## src/sv/q2r_pkg.sv

```systemverilog
// Package for the quaternion to rotation matrix block.
// Holds the entry count constant; no dependencies.
`default_nettype none
package q2r_pkg;
  localparam int unsigned NumEntries = 9;
endpackage
`default_nettype wire

```

## src/sv/q2r_div_stage.sv

```systemverilog
// One restoring step of the nine fraction divisions.
// Depends on q2r_pkg.
`default_nettype none
module q2r_div_stage import q2r_pkg::*; #(
  parameter int unsigned NW = 34,
  parameter int unsigned QW = 16
) (
  input  wire logic [NW-1:0] n_i,
  input  wire logic [NW-1:0] r_i [NumEntries],
  input  wire logic [QW-1:0] q_i [NumEntries],
  output logic      [NW-1:0] r_o [NumEntries],
  output logic      [QW-1:0] q_o [NumEntries]
);
  always_comb begin
    for (int k = 0; k < NumEntries; k++) begin
      if (r_i[k] >= n_i - r_i[k]) begin
        r_o[k] = r_i[k] - (n_i - r_i[k]);
        q_o[k] = {q_i[k][QW-2:0], 1'b1};
      end else begin
        r_o[k] = r_i[k] + r_i[k];
        q_o[k] = {q_i[k][QW-2:0], 1'b0};
      end
    end
  end
endmodule
`default_nettype wire

```

## config.mk

```make
export PLATFORM = sky130hd
export DESIGN_NAME = q2r_div_stage
export DESIGN_NICKNAME = d
export VERILOG_FILES = /design/src/sv/q2r_pkg.sv /design/src/sv/q2r_div_stage.sv
export SDC_FILE = /design/constraint.sdc
export NUM_CORES = 1
export LEC_CHECK = 0
export BUFFER_PORTS_ARGS = -buffer_cell sky130_fd_sc_hd__clkbuf_2
export CAP_MARGIN = 15
export CORE_AREA = 2 2 368 370
export DETAILED_ROUTE_END_ITERATION = 10
export DIE_AREA = 0 0 370 372
export GPL_TIMING_DRIVEN = 1
export SLEW_MARGIN = 20
export SYNTH_ARGS = -nofsm -noshare
export SYNTH_HDL_FRONTEND = slang
export SYNTH_SLANG_ARGS = --single-unit
```

## constraint.sdc

```tcl
create_clock -name vclk -period 20.3
set_clock_uncertainty 0.2 [all_clocks]
set_input_delay 2.03 -clock vclk [all_inputs]
set_output_delay 2.03 -clock vclk [all_outputs]
set_load 0.02 [all_outputs]
```

==> results.ini, run 1 <==
[finish]
drive_gt1_share_pct=14.1
final.clkbuf_count=0
seq_cells=0
number_of_nets_in_the_finished_design=6775
final-instance-count-excl-fill=7460
regArea_um2=0
final_core_occ_pct=29.2
syn_to_final_growth_pct=12.7

[sta]
number_of_pins_with_negative_max_slew_slack_in_the_final_report=0
hold_violations=0
worstMarginPinSlew_ns=1.08
min_period_over_period_pct=59.6
setup_viol_count_final=0
timing.setup.tns_ns=0
worst_slew_margin_rel_pct=27.2
grt_setup_unrepaired=no
fmaxAchievable_mhz=82.7
post-route-min-period_ns=12.09
timing.final.ws_setup_ns=8.21

[floorplan]
floorplan.core_area_um2=134000
design.portCount=934
initial_core_util_pct=25.9
die_x_um=370
row_count=135
dieArea_um2=138000
dieHeight_um=372

[worst_hold_path]
hold_depth=0
hold_path_end=q_o[100]
min-delay-path-class=in2out
hold_start=q_i[99]

[detailed_routing]
post-route-drc-count=0
drt.antenna.violating_nets=0
drt-pass1-iter-count=6
dr_total_vias=39459
drt_first_iter_violations=2841
final_wl_um=163000
vias_per_cell=5.29
detail_route.wl_per_cell_um=21.9

[place]
port_buffers=655
post-place-cells=7449
gp_routability_congestion=0.951
post-place-ws_ns=8.16
hpwlAfterDp_um=135000

[outcome]
outcome=finished clean

[yosys]
synthesis.nets=6330
synth_compound_gate_area_share_pct=33.5
synth-simple-area-share_pct=20.1
synthesis.instances=5225
synth_mux_area_share_pct=0.752
dominant_combinational_cell_family_by_area_after_synthesis=compound AO/OA/AOI/OAI gates
adder_and_majority_gate_portion_of_the_synthesized_area_pct=22.7
yosys.cell_types.count=87
postSynthAreaPerCell_um2=6.66
synth.cell_area_um2=34800
yosysWarningCount=0
seq_area_frac_synth_pct=0
synth_xor_xnor_area_share_pct=13.6

[setup_path]
end_kind=primary output
worst-endpoint-arrival_ns=9.86
cp_max_fo=52
cp-startpoint=n_i[0]
critPathRequiredTime_ns=18.07
setup.worst_path.class=in2out
critical_path_launch_point_type=primary input

[global_routing]
grt_overflow_total=0
global_route_wire_length_before_repair_um=232000
largest_net_degree_at_the_start_of_global_routing=67
first_global_vias=36290
track_usage_pct=22.3
initial_antenna_violation_count=35

[cts]
ctsResizeCount=0
cts.repair_timing.setup_buffer_count=0
cts_hold_repair.buffers=0

[run]
maxCapViolations=0

[kinds of logic after synthesis]
family | Yosys count
mux | 25
xor+xnor | 539
compound gates | 1855
simple gates | 1465
buf+inv | 720
fa+ha+maj | 621
[synthesized netlist by cell type, types with 12 or more instances]
library cell	instances	area share (%)
a211o_1	19	0.48
a211oi_1	36	0.78
a21boi_0	20	0.43
a21o_1	312	6.7
a21oi_1	550	7.9
a31o_2	21	0.53
a31oi_1	52	0.94
a41oi_1	12	0.30
and2_1	35	0.63
and3_1	50	0.90
and4_1	16	0.40
buf_2	29	0.42
buf_4	137	3.0
clkbuf_1	88	0.95
fa_1	18	1.0
ha_1	603	22
inv_1	460	5.0
mux2i_1	16	0.46
nand2_1	514	5.5
nand2b_1	85	1.5
nand3_1	114	1.6
nand3b_1	19	0.41
nand4_1	67	1.2
nor2_1	313	3.4
nor2b_1	73	1.3
nor3_1	75	1.1
nor4_1	15	0.27
o211ai_1	27	0.58
o21a_1	71	1.5
o21ai_0	488	7.0
o21ai_1	12	0.17
o21bai_1	69	1.5
o31ai_1	25	0.54
or2_2	29	0.52
or3_1	33	0.59
xnor2_1	310	7.8
xor2_1	229	5.8
[routing by layer]
metal	track usage [%]	part of all wire, %	wire, um	up-vias
li1	-	-	-	19540
met1	29.1	44	71700	18221
met2	36.4	44	72300	1332
met3	3.77	7.1	11600	332
met4	8.62	4.6	7530	34
met5	0	0.13	213	-
[through the flow]
stage	hold WS, ns	instance area (um2)
2_1_floorplan	3.97	34800
3_3_place_gp	3.86	39200
3_5_place_dp	3.86	39200
4_1_cts	3.86	39200
5_1_grt	3.86	39200
6_report	3.86	39200
[worst max path at each step]
stage	to	slack, ns	cells after the start
CTS	r_o[35]	8.13	26
detailed placement	r_o[35]	8.16	26
global route	r_o[35]	7.91	26
global placement	r_o[35]	8.28	26
finish	r_o[35]	8.21	26
floorplan	r_o[28]	10.67	26
[layout make-up]
| class | instances | area [um2] |
|---|---|---|
| Fill cell | 14969 | 95100 |
| Antenna cell | 11 | 27.5 |
| Multi-Input combinational cell | 4505 | 31600 |
| Timing Repair Buffer | 702 | 3630 |
| Inverter | 461 | 1730 |
| Tap cell | 1781 | 2230 |
[worst max-delay path, cell delays in order]
cell,delay [ns]
clkbuf_2,0.15
inv_1,0.37
buf_4,0.44
ha_1,0.24
inv_1,0.05
fa_1,0.40
a21o_1,0.19
a31o_1,0.22
or3_1,0.36
a221o_1,0.41
a41oi_2,0.32
o21ai_2,0.20
xnor2_1,0.17
ha_1,0.41
nand2_1,0.28
nor2_1,0.61
nand4_1,0.19
nor4_2,0.65
a31oi_1,0.17
nand2_1,0.11
a21o_1,0.11
a211o_2,0.32
buf_4,0.53
nand2_1,0.09
o21ai_0,0.42
clkbuf_2,0.32
[cells in the final DEF (no fill, tap or decap), drive strengths merged, types with 52 or more instances in the layout]
cell	count
clkbuf	655
ha	603
a21oi	550
nand2	514
o21ai	504
inv	461
nor2	314
a21o	312
xnor2	310
xor2	229
nand3	114
nand2b	85
nor3	75
nor2b	73
o21a	71
o21bai	69
nand4	67
a31oi	52
==> run 2: changes to the inputs <==
--- a/config.mk
+++ b/config.mk
@@ -7,9 +7,9 @@
 export LEC_CHECK = 0
 export BUFFER_PORTS_ARGS = -buffer_cell sky130_fd_sc_hd__clkbuf_2
 export CAP_MARGIN = 15
-export CORE_AREA = 2 2 368 370
+export CORE_AREA = 2 2 365 367
 export DETAILED_ROUTE_END_ITERATION = 10
-export DIE_AREA = 0 0 370 372
+export DIE_AREA = 0 0 367 369
 export GPL_TIMING_DRIVEN = 1
 export SLEW_MARGIN = 20
 export SYNTH_ARGS = -nofsm -noshare
==> constraint.sdc (replaced) <==
create_clock -name vclk -period 10.6
set_clock_uncertainty 0.2 [all_clocks]
set_input_delay 1.06 -clock vclk [all_inputs]
set_output_delay 1.06 -clock vclk [all_outputs]
set_load 0.02 [all_outputs]
==> results.ini, run 2 (same netlist as run 1, synthesis figures left out) <==
[outcome]
outcome=finished clean

[detailed_routing]
drt.antenna.violating_nets=0
drt_first_iter_violations=3098
dr_total_vias=39583
post-route-drc-count=0
detail_route.wl_per_cell_um=22.2
vias_per_cell=5.32
final_wl_um=165000
drt-pass1-iter-count=6

[floorplan]
floorplan.core_area_um2=131000
initial_core_util_pct=26.5
die_x_um=367
dieArea_um2=135000
row_count=133
design.portCount=934
dieHeight_um=369

[sta]
grt_setup_unrepaired=no
fmaxAchievable_mhz=103
timing.setup.tns_ns=0
min_period_over_period_pct=91.3
final.hold.worst_slack_ns=1.92
number_of_pins_with_negative_max_slew_slack_in_the_final_report=0
post-route-min-period_ns=9.68
worst_slew_margin_rel_pct=29.7
setup_viol_count_final=0
worstMarginPinSlew_ns=1.06
hold_violations=0

[finish]
number_of_nets_in_the_finished_design=6774
final.clkbuf_count=0
regArea_um2=0
syn_to_final_growth_pct=12.7
seq_cells=0
final.fill_count=14667
layout.cells.most_common_list=clkbuf_2 (655), ha_1 (603), a21oi_1 (550)
leading_cell_type_in_the_layout_fill_and_taps_excluded=clkbuf_2
drive_gt1_share_pct=14.1

[global_routing]
largest_net_degree_at_the_start_of_global_routing=67
first_global_vias=36352
initial_antenna_violation_count=61
global_route_wire_length_before_repair_um=235000
track_usage_pct=22.9
grt_overflow_total=0

[place]
port_buffers=655
gp_routability_congestion=0.967
hpwlAfterDp_um=139000

[setup_path]
critical_path_launch_point_type=primary input
cp_max_fo=33
cpMostUsedCell=a21o_1
setup.worst_path.class=in2out
slowest_delay_ns=0.67
critical-path-top-delay-family=compound AO/OA/AOI/OAI gates
critPathRequiredTime_ns=9.34
path_buf_inv=7
end_kind=primary output
worst-endpoint-arrival_ns=8.42
critical_path_s_slowest_cell=inv_1

[cts]
cts_hold_repair.buffers=0
cts.repair_timing.setup_buffer_count=0
ctsResizeCount=0

[run]
maxCapViolations=0

[worst_hold_path]
min-delay-path-class=in2out

[run 2: cell types whose count changed in the layout (fill, tap and decap cells not counted)]
cell and change:
o41ai_1 +1, a21o_4 +1, a21o_2 -1, nor4_2 -1, nor4_1 +1, diode_2 +5
buf_12 +1, o41ai_2 -1, buf_4 -2
[run 2: path summary, 6_finish.rpt]
check	startpoint	to	slack [ns]	depth (start not counted)
setup / recovery	n_i[0]	r_o[28]	0.92	30
hold / removal	q_i[99]	q_o[100]	1.92	0
[run 2: layout make-up]
| class | count | area, um2 | share of cell area (%) |
|---|---|---|---|
| well taps | 1755 | 2200 | 5.60 |
| diodes | 16 | 40.0 | 0.102 |
| inverters | 461 | 1730 | 4.42 |
| repair buffers | 701 | 3640 | 9.28 |
| multi-input cells | 4505 | 31600 | 80.6 |
[run 2: metal layers]
metal | global-route usage (%) | wire (um) | vias to the layer above | part of all wire, %
met4 | 7.87 | 6420 | 36 | 3.9
met2 | 38.0 | 74900 | 1455 | 45
met1 | 30.0 | 71900 | 18270 | 43
li1 | - | - | 19531 | -
met3 | 3.47 | 12000 | 291 | 7.3
met5 | 0 | 245 | - | 0.15
[run 2: stage by stage]
step / worst slack (ns) / instances / instance area (um2) / utilization, %
2_1_floorplan: 2.91 / 5225 / 34800 / -
3_3_place_gp: 0.973 / 7422 / 39100 / 29.8
3_5_place_dp: 1.04 / 7422 / 39100 / 29.8
4_1_cts: 0.983 / 7422 / 39100 / 29.8
5_1_grt: 0.433 / 7432 / 39200 / 29.9
6_report: 0.921 / 7438 / 39200 / 29.9
==> run 3: changes to the inputs <==
--- a/config.mk
+++ b/config.mk
@@ -5,11 +5,12 @@
 export SDC_FILE = /design/constraint.sdc
 export NUM_CORES = 1
 export LEC_CHECK = 0
+export ABC_AREA = 1
 export BUFFER_PORTS_ARGS = -buffer_cell sky130_fd_sc_hd__clkbuf_2
 export CAP_MARGIN = 15
-export CORE_AREA = 2 2 365 367
+export CORE_AREA = 2 2 362 364
 export DETAILED_ROUTE_END_ITERATION = 10
-export DIE_AREA = 0 0 367 369
+export DIE_AREA = 0 0 364 366
 export GPL_TIMING_DRIVEN = 1
 export SLEW_MARGIN = 20
 export SYNTH_ARGS = -nofsm -noshare
==> results.ini, run 3 <==
[detailed_routing]
post-route-drc-count=0
drt_first_iter_violations=5259
vias_per_cell=5.25
final_wl_um=227000
detail_route.wl_per_cell_um=20.3
drt-pass1-iter-count=6
drt.antenna.violating_nets=0
dr_total_vias=58833

[sta]
grt_setup_unrepaired=no
setup_viol_count_final=0
timing.setup.tns_ns=0
worst_slew_margin_rel_pct=28.2
min_period_over_period_pct=78.8
post-route-min-period_ns=8.36
number_of_pins_with_negative_max_slew_slack_in_the_final_report=0
worstMarginPinSlew_ns=1.08
fmaxAchievable_mhz=120
hold_violations=0

[worst_hold_path]
min-delay-path-class=in2out

[finish]
final.clkbuf_count=0
leading_cell_type_in_the_layout_fill_and_taps_excluded=nand2_1
layout.cells.most_common_list=nand2_1 (3137), inv_1 (1503), nor2_1 (841)
seq_cells=0
number_of_nets_in_the_finished_design=10568
syn_to_final_growth_pct=9.23
drive_gt1_share_pct=8.82
regArea_um2=0

[setup_path]
cp_max_fo=32
critical_path_launch_point_type=primary input
end_kind=primary output
critPathRequiredTime_ns=9.34
worst-endpoint-arrival_ns=7.10
setup.worst_path.class=in2out

[yosys]
synth_compound_gate_area_share_pct=15.9
synth.cell_area_um2=45900
adder_and_majority_gate_portion_of_the_synthesized_area_pct=17.2
yosys.cell_count.top_type=nand2_1
yosysWarningCount=0
yosys.cell_types.count=38
synthesis.instances=8968
dominant_combinational_cell_family_by_area_after_synthesis=simple AND/OR/NAND/NOR gates
synthesis.nets=10073
synth_area_leaders=nand2_1 (26%), ha_1 (16%), inv_1 (12%)
synth_xor_xnor_area_share_pct=6.89
postSynthAreaPerCell_um2=5.11
synth_top_area_share_pct=25.7
post_synth_most_frequent_cells=nand2_1 (3137), inv_1 (1504), nor2_1 (841)
seq_area_frac_synth_pct=0
synth_largest_area_cell=nand2_1
synth-simple-area-share_pct=44.3
synth_mux_area_share_pct=0

[global_routing]
global_route_wire_length_before_repair_um=325000
largest_net_degree_at_the_start_of_global_routing=60
initial_antenna_violation_count=32
track_usage_pct=32.2
first_global_vias=53643
grt_overflow_total=0

[floorplan]
design.portCount=934
dieArea_um2=133000
die_x_um=364
row_count=132
dieHeight_um=366
initial_core_util_pct=35.6
floorplan.core_area_um2=129000

[cts]
cts_hold_repair.buffers=0
ctsResizeCount=0
cts.repair_timing.setup_buffer_count=0

[place]
gp_routability_congestion=1.07
port_buffers=655
hpwlAfterDp_um=197000

[outcome]
outcome=finished clean

[run]
maxCapViolations=0

run 3: through the flow:
step	utilization, %	instances	worst slack (ns)	hold WS [ns]	area (um2)
after floorplan	-	8968	4.99	2.03	45900
after global placement	38.8	11203	2.29	1.92	50100
after detailed placement	38.8	11203	2.56	1.92	50100
after CTS	38.8	11203	2.53	1.92	50100
after global routing	38.8	11209	2.08	1.92	50100
final	38.8	11213	2.24	1.92	50100
run 3: kinds of logic after synthesis:
family          count (synthesis)
simple gates                 4939
compound gates               1341
fa+ha+maj                     621
buf+inv                      1706
xor+xnor                      361
run 3: worst max-delay path: stages:
cell and delay [ns]:
clkbuf_2 0.60, ha_1 0.66, a21oi_1 0.12, o21ai_0 0.24, a21oi_1 0.11, o21ai_0 0.55
nand3_1 0.19, nand3b_1 0.13, nand2_1 0.07, ha_1 0.36, a21oi_1 0.32, o21ai_0 0.17
a21oi_1 0.18, nand3_1 0.15, nand2_1 0.11, nand2_2 0.42, buf_4 0.44, o21ai_0 0.84
clkbuf_2 0.32
run 3: final timing paths:
kind	startpoint	end	slack [ns]	cells after the start
worst min-delay path	q_i[99]	q_o[100]	1.92	0
worst max-delay path	n_i[4]	r_o[111]	2.24	19
run 3: cell type report:
type,instances,area [um2]
Multi-Input combinational cell,7262,38700
Inverter,1511,5670
Fill cell,15184,78900
Timing Repair Buffer,688,3530
Tap cell,1742,2180
Antenna cell,10,25.0
run 3: per-layer routing:
metal / GRT usage [%] / wire length (um)
met1: 42.3 / 97800
met2: 52.7 / 101000
met3: 3.98 / 17700
met4: 13.1 / 10900
met5: 0 / 141
